## config.mk

```make
export PLATFORM = sky130hd
export DESIGN_NAME = pixel_clock_divider_search
export DESIGN_NICKNAME = d
export VERILOG_FILES = /design/src/hw/rtl/pcds_pkg.sv /design/src/hw/rtl/pcds_clk_unit.sv /design/src/hw/rtl/pcds_best.sv /design/src/hw/rtl/pixel_clock_divider_search.sv
export SDC_FILE = /design/constraint.sdc
export NUM_CORES = 2
export LEC_CHECK = 0
export BUFFER_PORTS_ARGS = -buffer_cell sky130_fd_sc_hd__buf_2
export CAP_MARGIN = 20
export CORE_MARGIN = 2
export CORE_UTILIZATION = 50
export CTS_CLUSTER_DIAMETER = 50
export DETAILED_ROUTE_END_ITERATION = 8
export PLACE_DENSITY = 0.66
export SKIP_CTS_REPAIR_TIMING = 1
export SLEW_MARGIN = 25
export SYNTH_ARGS = -nofsm -noshare
export SYNTH_HDL_FRONTEND = slang
export SYNTH_SLANG_ARGS = --single-unit
```

## constraint.sdc

```tcl
create_clock -name clk -period 18.11 [get_ports clk]
set_clock_uncertainty 0.2 [all_clocks]
set_input_delay 0 -clock clk [delete_from_list [all_inputs] [get_ports clk]]
set_output_delay 0 -clock clk [all_outputs]
set_load 0.01 [all_outputs]
```

## src/hw/rtl/pcds_pkg.sv

```systemverilog
// Shared constants, reciprocal table, state encoding and inter-module structs for the divider search.
package pcds_pkg;

  // Crystal reference and search limits.
  localparam int unsigned XTAL_HZ = 24000000;
  localparam logic [5:0] LOOP_MIN = 6'd27;
  localparam logic [5:0] LOOP_MAX = 6'd54;
  localparam logic [2:0] POST_LAST = 3'd4;
  localparam logic [2:0] DIV_LAST = 3'd7;
  localparam logic [31:0] ERR_INIT = 32'hFFFF_FFFF;

  // Width of a candidate clock: 24 MHz times 54 stays below 2^31.
  localparam int unsigned CLK_W = 31;

  localparam logic [63:0] TWO32 = 64'h1_0000_0000;

  // floor(2^32 / (pre * final)), indexed by {pre - 1, final - 1}.
  localparam logic [32:0] RECIP [64] = '{
    33'(TWO32 / 1),  33'(TWO32 / 2),  33'(TWO32 / 3),  33'(TWO32 / 4),
    33'(TWO32 / 5),  33'(TWO32 / 6),  33'(TWO32 / 7),  33'(TWO32 / 8),
    33'(TWO32 / 2),  33'(TWO32 / 4),  33'(TWO32 / 6),  33'(TWO32 / 8),
    33'(TWO32 / 10), 33'(TWO32 / 12), 33'(TWO32 / 14), 33'(TWO32 / 16),
    33'(TWO32 / 3),  33'(TWO32 / 6),  33'(TWO32 / 9),  33'(TWO32 / 12),
    33'(TWO32 / 15), 33'(TWO32 / 18), 33'(TWO32 / 21), 33'(TWO32 / 24),
    33'(TWO32 / 4),  33'(TWO32 / 8),  33'(TWO32 / 12), 33'(TWO32 / 16),
    33'(TWO32 / 20), 33'(TWO32 / 24), 33'(TWO32 / 28), 33'(TWO32 / 32),
    33'(TWO32 / 5),  33'(TWO32 / 10), 33'(TWO32 / 15), 33'(TWO32 / 20),
    33'(TWO32 / 25), 33'(TWO32 / 30), 33'(TWO32 / 35), 33'(TWO32 / 40),
    33'(TWO32 / 6),  33'(TWO32 / 12), 33'(TWO32 / 18), 33'(TWO32 / 24),
    33'(TWO32 / 30), 33'(TWO32 / 36), 33'(TWO32 / 42), 33'(TWO32 / 48),
    33'(TWO32 / 7),  33'(TWO32 / 14), 33'(TWO32 / 21), 33'(TWO32 / 28),
    33'(TWO32 / 35), 33'(TWO32 / 42), 33'(TWO32 / 49), 33'(TWO32 / 56),
    33'(TWO32 / 8),  33'(TWO32 / 16), 33'(TWO32 / 24), 33'(TWO32 / 32),
    33'(TWO32 / 40), 33'(TWO32 / 48), 33'(TWO32 / 56), 33'(TWO32 / 64)
  };

  typedef enum logic [2:0] {
    ST_IDLE,
    ST_HV,
    ST_TGT,
    ST_SEARCH,
    ST_DRAIN,
    ST_DONE
  } state_t;

  // One divider combination as the sequencer walks it.
  typedef struct packed {
    logic [5:0] loop_div;
    logic [2:0] post_sel;
    logic [2:0] pre_m1;
    logic [2:0] fin_m1;
  } cand_tag_t;

  typedef struct packed {
    logic      valid;
    cand_tag_t tag;
  } cand_t;

  typedef struct packed {
    logic             valid;
    cand_tag_t        tag;
    logic [CLK_W-1:0] clk_hz;
  } clk_res_t;

  typedef struct packed {
    cand_tag_t   tag;
    logic [31:0] err;
  } best_t;

endpackage

```

## src/hw/rtl/pcds_clk_unit.sv

```systemverilog
// Pipelined candidate clock unit: 24 MHz times loop, shifted by post, divided by pre times final.
module pcds_clk_unit (
  input  logic             clk,
  input  logic             rst,
  input  pcds_pkg::cand_t  cand,
  output pcds_pkg::clk_res_t res,
  output logic             busy
);
  import pcds_pkg::*;

  logic [CLK_W-1:0] base;
  logic             s1_valid;
  cand_tag_t        s1_tag;
  logic [CLK_W-1:0] s1_num;
  logic [6:0]       s1_den;
  logic [32:0]      s1_recip;

  logic [63:0]      prod;
  logic             s2_valid;
  cand_tag_t        s2_tag;
  logic [CLK_W-1:0] s2_q0;
  logic [7:0]       s2_num_lo;
  logic [6:0]       s2_den;

  logic [7:0]       qd_lo;
  logic [7:0]       rem_lo;
  logic             corr;

  // Nested truncating divisions collapse into one floor by the product of divisors.
  assign base = CLK_W'(XTAL_HZ) * CLK_W'(cand.tag.loop_div);

  always_ff @(posedge clk) begin
    if (rst) begin
      s1_valid <= 1'b0;
    end else begin
      s1_valid <= cand.valid;
    end
    s1_tag   <= cand.tag;
    s1_num   <= base >> cand.tag.post_sel;
    s1_den   <= (7'(cand.tag.pre_m1) + 7'd1) * (7'(cand.tag.fin_m1) + 7'd1);
    s1_recip <= RECIP[{cand.tag.pre_m1, cand.tag.fin_m1}];
  end

  // The reciprocal estimate is the true quotient or one below it.
  assign prod = 64'(s1_num) * 64'(s1_recip);

  always_ff @(posedge clk) begin
    if (rst) begin
      s2_valid <= 1'b0;
    end else begin
      s2_valid <= s1_valid;
    end
    s2_tag    <= s1_tag;
    s2_q0     <= prod[62:32];
    s2_num_lo <= s1_num[7:0];
    s2_den    <= s1_den;
  end

  // The remainder is below twice the divisor, so eight low bits give it exactly.
  assign qd_lo  = 8'(s2_q0[7:0] * 8'(s2_den));
  assign rem_lo = s2_num_lo - qd_lo;
  assign corr   = (rem_lo >= 8'(s2_den));

  always_ff @(posedge clk) begin
    if (rst) begin
      res.valid <= 1'b0;
    end else begin
      res.valid <= s2_valid;
    end
    res.tag    <= s2_tag;
    res.clk_hz <= s2_q0 + CLK_W'(corr);
  end

  assign busy = s1_valid | s2_valid | res.valid;

endmodule

```

## src/hw/rtl/pcds_best.sv

```systemverilog
// Error stage and running minimum over the candidate stream.
module pcds_best (
  input  logic               clk,
  input  logic               rst,
  input  logic               clear,
  input  logic [31:0]        target,
  input  pcds_pkg::clk_res_t res,
  output pcds_pkg::best_t    best,
  output logic               busy
);
  import pcds_pkg::*;

  logic [31:0] clk32;
  logic [31:0] diff;
  logic        e_valid;
  cand_tag_t   e_tag;
  logic [31:0] e_err;

  assign clk32 = 32'(res.clk_hz);
  assign diff  = (clk32 > target) ? (clk32 - target) : (target - clk32);

  always_ff @(posedge clk) begin
    if (rst) begin
      e_valid <= 1'b0;
    end else begin
      e_valid <= res.valid;
    end
    e_tag <= res.tag;
    e_err <= diff;
  end

  // Only a strictly smaller error replaces the best, so the earliest combination wins ties.
  always_ff @(posedge clk) begin
    if (clear) begin
      best.err          <= ERR_INIT;
      best.tag.loop_div <= LOOP_MIN;
      best.tag.post_sel <= '0;
      best.tag.pre_m1   <= '0;
      best.tag.fin_m1   <= '0;
    end else if (e_valid && (e_err < best.err)) begin
      best.err <= e_err;
      best.tag <= e_tag;
    end
  end

  assign busy = e_valid;

endmodule

```

## src/hw/rtl/pixel_clock_divider_search.sv

```systemverilog
// Top level of the pixel clock divider search: sequencer, target product and result register.
//
//  Channel | Handshake            | Beat contents
//  --------+----------------------+------------------------------------------------------
//  in      | in_valid / in_ready  | active sizes, sync widths, porches, frames_per_second
//  out     | out_valid / out_ready| loop, post, pre and final dividers, clock_error
//
// After a beat on the input is accepted, the target is formed in ST_HV and ST_TGT
// (horizontal total times vertical total, then times the frame rate), ST_SEARCH issues
// every divider combination in turn into the shared five-stage divide and compare
// pipeline, and ST_DRAIN lets it empty before the result goes to the output register.
// The input is ready only while the sequencer is idle; a finished result may still sit
// unclaimed in the output register while the next beat is taken.
// If the previous result has not been taken when a search ends, the sequencer holds the
// new one in the running-best registers until the output register is free.
// Reset is synchronous and clears the sequencer and all valid flags.
module pixel_clock_divider_search (
  input  logic        clk,
  input  logic        rst,
  input  logic        in_valid,
  output logic        in_ready,
  input  logic [10:0] active_width,
  input  logic [10:0] active_height,
  input  logic [7:0]  hsync_width,
  input  logic [7:0]  h_front,
  input  logic [7:0]  h_back,
  input  logic [7:0]  vsync_width,
  input  logic [7:0]  v_front,
  input  logic [7:0]  v_back,
  input  logic [7:0]  frames_per_second,
  output logic        out_valid,
  input  logic        out_ready,
  output logic [5:0]  loop_divider,
  output logic [4:0]  post_divider,
  output logic [3:0]  pre_divider,
  output logic [3:0]  final_divider,
  output logic [31:0] clock_error
);
  import pcds_pkg::*;

  state_t      state;
  state_t      state_next;

  // Timing totals; each fits in twelve bits even with every porch at its maximum.
  logic [11:0] htot;
  logic [11:0] vtot;
  logic [7:0]  fps;
  logic [23:0] hv;
  logic [31:0] target;

  // Search counters, walked in the order loop, post, pre, final.
  logic [5:0]  loop_cnt;
  logic [2:0]  post_cnt;
  logic [2:0]  pre_cnt;
  logic [2:0]  fin_cnt;
  logic        search_last;

  cand_t       cand;
  clk_res_t    cu_res;
  logic        cu_busy;
  best_t       best;
  logic        bu_busy;
  logic        best_clear;
  logic        load_out;

  assign search_last = (loop_cnt == LOOP_MAX) && (post_cnt == POST_LAST) &&
                       (pre_cnt == DIV_LAST) && (fin_cnt == DIV_LAST);

  always_ff @(posedge clk) begin
    if (rst) begin
      state <= ST_IDLE;
    end else begin
      state <= state_next;
    end
  end

  always_comb begin
    state_next   = state;
    in_ready     = 1'b0;
    cand.valid   = 1'b0;
    cand.tag     = '{loop_div: loop_cnt, post_sel: post_cnt, pre_m1: pre_cnt, fin_m1: fin_cnt};
    best_clear   = 1'b0;
    load_out     = 1'b0;
    case (state)
      ST_IDLE: begin
        in_ready = 1'b1;
        if (in_valid) begin
          state_next = ST_HV;
        end
      end
      ST_HV: begin
        state_next = ST_TGT;
      end
      ST_TGT: begin
        best_clear = 1'b1;
        state_next = ST_SEARCH;
      end
      ST_SEARCH: begin
        cand.valid = 1'b1;
        if (search_last) begin
          state_next = ST_DRAIN;
        end
      end
      ST_DRAIN: begin
        if (!cu_busy && !bu_busy) begin
          state_next = ST_DONE;
        end
      end
      ST_DONE: begin
        if (!out_valid || out_ready) begin
          load_out   = 1'b1;
          state_next = ST_IDLE;
        end
      end
      default: begin
        state_next = ST_IDLE;
      end
    endcase
  end

  // Target: the totals are summed as the beat is taken, then two registered multiplies.
  always_ff @(posedge clk) begin
    if (in_valid && in_ready) begin
      htot <= 12'(active_width) + 12'(hsync_width) + 12'(h_front) + 12'(h_back);
      vtot <= 12'(active_height) + 12'(vsync_width) + 12'(v_front) + 12'(v_back);
      fps  <= frames_per_second;
    end
    if (state == ST_HV) begin
      hv <= 24'(htot) * 24'(vtot);
    end
    if (state == ST_TGT) begin
      target <= 32'(hv) * 32'(fps);
    end
  end

  always_ff @(posedge clk) begin
    if (rst) begin
      loop_cnt <= LOOP_MIN;
      post_cnt <= '0;
      pre_cnt  <= '0;
      fin_cnt  <= '0;
    end else if (state == ST_TGT) begin
      loop_cnt <= LOOP_MIN;
      post_cnt <= '0;
      pre_cnt  <= '0;
      fin_cnt  <= '0;
    end else if (state == ST_SEARCH) begin
      fin_cnt <= fin_cnt + 3'd1;
      if (fin_cnt == DIV_LAST) begin
        pre_cnt <= pre_cnt + 3'd1;
        if (pre_cnt == DIV_LAST) begin
          if (post_cnt == POST_LAST) begin
            post_cnt <= '0;
            loop_cnt <= loop_cnt + 6'd1;
          end else begin
            post_cnt <= post_cnt + 3'd1;
          end
        end
      end
    end
  end

  pcds_clk_unit u_clk_unit (
    .clk  (clk),
    .rst  (rst),
    .cand (cand),
    .res  (cu_res),
    .busy (cu_busy)
  );

  pcds_best u_best (
    .clk    (clk),
    .rst    (rst),
    .clear  (best_clear),
    .target (target),
    .res    (cu_res),
    .best   (best),
    .busy   (bu_busy)
  );

  // Output register: holds a result until it is taken, independent of the search.
  always_ff @(posedge clk) begin
    if (rst) begin
      out_valid <= 1'b0;
    end else if (load_out) begin
      out_valid <= 1'b1;
    end else if (out_ready) begin
      out_valid <= 1'b0;
    end
    if (load_out) begin
      loop_divider  <= best.tag.loop_div;
      post_divider  <= 5'd1 << best.tag.post_sel;
      pre_divider   <= 4'(best.tag.pre_m1) + 4'd1;
      final_divider <= 4'(best.tag.fin_m1) + 4'd1;
      clock_error   <= best.err;
    end
  end

endmodule

```

==> impl.org <==
** Synth
- After synthesis, the share of flip-flops with an asynchronous set or reset is 0%.
- Area share of and/or/nand/nor cells after synthesis :: 14.8%
- Synthesized-area fraction occupied by adder cells :: 48.1%
- Post-synthesis cell count :: 6816
- Yosys synthesis warning count :: 0
- The synthesized netlist devotes 2.77% of its cell area to XOR and XNOR gates.
- Mean instance size in the synthesized netlist :: 9.34 µm²
- Measured against the total synthesized area, the mux share comes to 0.698%.
- Post-synth EDFFs :: 139
- The mapped netlist covers 63700 µm².
- Sequential cells were found to cover 16.1% of the synthesized design area.
- The number of different library cells used by synthesis comes to 85.
- Synthesized-area fraction occupied by ao, oa, aoi and oai cells :: 7.34%
- Post-Syn Nets :: 8662
- After synthesis the netlist holds a flip-flop and latch count of 442.
- Most used flip-flop cell after synthesis :: dfxtp_1
- After synthesis, the largest family of logic cells by area is adder cells.

** Placed design
- The placed instances occupy a cell area of 65700 µm².
- Estimated wirelength of the detail-placed design :: 139000 µm
- During placement, the flow inserted port buffers numbering 134.
- At the end of routability-driven placement, the weighted congestion stood at 0.946.

** STA
- Final critical path time including I/O delays and setup :: 9.67 ns
- Number of setup violations in the final report :: 0
- Setup repair after global routing missed its margin :: false
- Slew Limit Fails :: 0
- Post-route worst hold slack :: -0.0340 ns
- Tcrit/Tclk final :: 53.4%
- Final setup TNS :: 0 ns
- Static timing analysis puts the maximum clock frequency at 103 MHz.
- Headroom to the max-slew limit :: 21.0%
- The count of endpoints failing hold in the final timing report was 2.
- Worst-Margin Slew :: 1.18 ns

** Worst setup path
- Crit-path max cell delay :: 0.97 ns
- Kind of cell adding the most delay to the critical path :: adder cells
- Maximum fanout along the worst path :: 29
- Traced cell by cell, the critical path runs through nand2_1 -> fa_1 -> inv_1 -> fa_1 -> fa_1 -> inv_1 -> fa_1 -> inv_1 -> fa_1 -> fa_1 -> fa_1 -> inv_1 -> fa_1 -> inv_1 -> ha_1 -> nand4_1 -> a211o_1 -> nor3_1 -> o21ai_0 -> nor4_1 -> nor2_1 -> o311ai_1 -> a21oi_1 -> xnor2_1.
- The critical path in this run is classified as reg2reg.
- The worst setup path is captured at a flop.
- Required time at the worst-slack endpoint :: 18.45 ns
- End point of the critical path :: u_clk_unit.s2_q0[28]$_DFF_P_
- Number of cells on the critical path :: 24
- Buf+Inv Stages, Crit Path :: 5
- Slowest stage cell on the critical path :: dfxtp_2
- In this run the register-to-register setup slack is 8.44 ns.
- Cell seen most often among critical-path stages :: fa_1
- The startpoint identified for the worst register-to-register timing path is u_clk_unit.s1_recip[30]$_SDFF_PP0_.
- Startpoint Class :: flop
- Reg-to-reg endpoint :: u_clk_unit.s2_q0[28]$_DFF_P_
- Number of cells traversed by the worst register-to-register path :: 24
- Data arrives at the worst endpoint at 10.01 ns.
- In this run the worst setup path begins at u_clk_unit.s1_recip[30]$_SDFF_PP0_.

** GRT
- The first global-routing pass estimated 279000 µm of wire.
- Vias in the first global route :: 48500
- The initial antenna violation count is 8.
- Combined global-route utilization of all metal layers :: 27.6%
- Global routing finished with a remaining overflow of 0.
- Largest net degree at the start of global routing :: 71

** Layout
- Leaving out fill and tap cells, the most frequent cell in the layout is inv_1.
- Commonest cells after routing, fill and taps aside :: inv_1, fa_1, nand2_1
- The repair_antennas step left the layout with diodes totalling 0.
- Cells with a size suffix above 1 make up 5.51% of the layout.
- The finished cells cover 68700 µm².
- Fill count :: 11400
- Area added between synthesis and finish :: 8.00%
- Number of nets in the final layout :: 8689

** Detailed routing
- After detailed routing, the number of vias per cell comes to 5.41.
- In the routed design, unresolved DRC markers number 0.
- Routed wire per std cell :: 20.6 µm
- Summed over all layers, the routed wires come to 176000 µm.
- The first detailed-routing pass took 6 iterations.
- Remaining antenna violation count :: 0
- Violation count after the first detailed-route iteration :: 3185
- Detailed routing inserted a total of 46300 vias.

** Floorplan
- Die Outline Area :: 130000 µm²
- Initial core utilization :: 50.6%
- Measured along the y axis, the die boundary spans 361 µm.
- During I/O placement, the number of pins put on the boundary was 135.
- In this run the standard cell core region covers 126000 µm².
- The initialized floorplan defines 130 standard-cell rows.
- The floorplan step set the die width to 361 µm.

** CTS
- Buffer cell driving the clock tree root :: clkbuf_16
- For the worst-skew pair, the clock arrives at the later sink with an insertion delay of 0.67 ns.
- For this design, the sink count on the clock tree is 442.
- H-Tree Level Count :: 3
- Number of clock buffers inserted by TritonCTS :: 70
- TritonCTS built the clock tree.
- The longest clock path from root to sink contains 3 buffers.
- Clock-pin slew was measured on the worst setup and hold paths at 0.06 ns.

** Hold path
- The tightest min-delay check is of the in2reg type.

** Flow run
- Maximum Capacitance Violations :: 0

** Status
- Outcome :: finished, violations left
- Failing checks :: hold timing
==> worst reg2reg max path, stage by stage, from the launching register on <==
cell      delay [ns]
dfxtp_2         0.97
nand2_1         0.22
fa_1            0.56
inv_1           0.05
fa_1            0.50
fa_1            0.52
inv_1           0.06
fa_1            0.49
inv_1           0.06
fa_1            0.50
fa_1            0.51
fa_1            0.50
inv_1           0.06
fa_1            0.47
inv_1           0.04
ha_1            0.34
nand4_1         0.30
a211o_1         0.52
nor3_1          0.81
o21ai_0         0.40
nor4_1          0.55
nor2_1          0.17
o311ai_1        0.46
a21oi_1         0.15
xnor2_1         0.14
==> registers in the layout (all words and copies together), names as in the netlist, 4 cells and up <==
signal	count
hv	24
fps	8
u_clk_unit.s2_den	7
loop_cnt	6
u_best.e_err	32
u_clk_unit.s2_q0	31
u_clk_unit.res	47
clock_error	32
htot	12
loop_divider	6
u_best.e_tag	15
u_clk_unit.s1_num	29
post_divider	5
vtot	12
u_clk_unit.s1_den	7
target	32
u_clk_unit.s2_tag	15
pre_divider	4
u_best.best	47
u_clk_unit.s1_tag	15
final_divider	4
u_clk_unit.s2_num_lo	6
u_clk_unit.s1_recip	30
==> metrics by stage <==
stage          instances  hold slack (ns)  worst slack (ns)  util [%]
2_1_floorplan       6816           -0.101             10.53         -
3_3_place_gp        8352          -0.0218              8.46      52.2
3_5_place_dp        8352          -0.0219              8.32      52.2
4_1_cts             8481           -0.731              8.32      54.1
5_1_grt             8550          0.00280              8.17      54.6
6_report            8550          -0.0340              8.44      54.6
==> cell usage after synthesis, types with 5 or more instances <==
cell	n	area share, %
inv_1	1381	8.1
fa_1	1139	36
nand2_1	828	4.9
and2_1	638	6.3
ha_1	625	12
dfxtp_1	303	9.5
clkbuf_1	278	1.6
a21oi_1	243	1.9
nor2_1	174	1.0
o21ai_0	146	1.1
edfxtp_1	139	6.6
xnor2_1	138	1.9
a21o_1	84	0.99
nand3_1	63	0.50
xor2_1	63	0.87
o211ai_1	50	0.59
nor3_1	43	0.34
nor2b_1	38	0.37
nand4_1	34	0.33
mux2i_1	32	0.50
o21bai_1	32	0.38
nand2b_1	29	0.29
a31oi_1	25	0.25
and3_1	25	0.25
o21a_1	24	0.28
buf_1	16	0.094
a211oi_1	14	0.17
o21ai_1	14	0.11
buf_2	13	0.10
o31ai_1	13	0.15
a221oi_1	11	0.15
mux2_2	10	0.18
or2_2	9	0.088
or3_1	9	0.088
a311oi_1	8	0.11
o22ai_1	7	0.069
a211o_1	6	0.083
buf_4	6	0.071
buf_6	6	0.11
o31a_1	6	0.083
nor4_1	5	0.049
o2111ai_1	5	0.069
==> worst min path at each step <==
stage                        end                  from  slack [ns]  cells past startpoint
2_1_floorplan   fps[0]$_DFFE_PP_  frames_per_second[0]       -0.10                      0
3_3_place_gp    fps[7]$_DFFE_PP_  frames_per_second[7]       -0.02                      1
3_5_place_dp    fps[3]$_DFFE_PP_  frames_per_second[3]       -0.02                      1
4_1_cts         fps[0]$_DFFE_PP_  frames_per_second[0]       -0.73                      1
5_1_grt        htot[5]$_DFFE_PP_            h_front[5]       0.003                      5
6_report       vtot[8]$_DFFE_PP_            v_front[7]       -0.03                      5
==> layer usage <==
metal | share of wire [%] | vias up | GRT usage [%]
li1 | - | 21000 | -
met1 | 43 | 23300 | 37.9
met2 | 45 | 1645 | 43.0
met3 | 8.2 | 328 | 6.24
met4 | 3.8 | 6 | 9.94
met5 | 0.019 | - | 0
==> area by class of cell <==
type                            count  area, µm²  share of cell area [%]
Timing Repair Buffer              274       1890                    2.76
Clock inverter                     48        538                   0.783
Inverter                         1385       5200                    7.56
Sequential cell                   442      10300                    14.9
Multi-Input combinational cell   4670      46900                    68.3
Tap cell                         1650       2060                    3.00
Clock buffer                       81       1840                    2.68
==> cells by family (layout without fill, tap and decap cells) <==
kind of cell / after synthesis / after routing
adder cells (fa/ha/maj): 1764 / 1764
XOR/XNOR: 201 / 201
AO/OA/AOI/OAI: 741 / 741
buffers and inverters: 1704 / 1788
multiplexers: 43 / 43
flip-flops: 442 / 442
AND/OR/NAND/NOR: 1921 / 1921
Power is not shown: default switching activity piles up to over one toggle a cycle in this logic, so the estimate is an artifact.
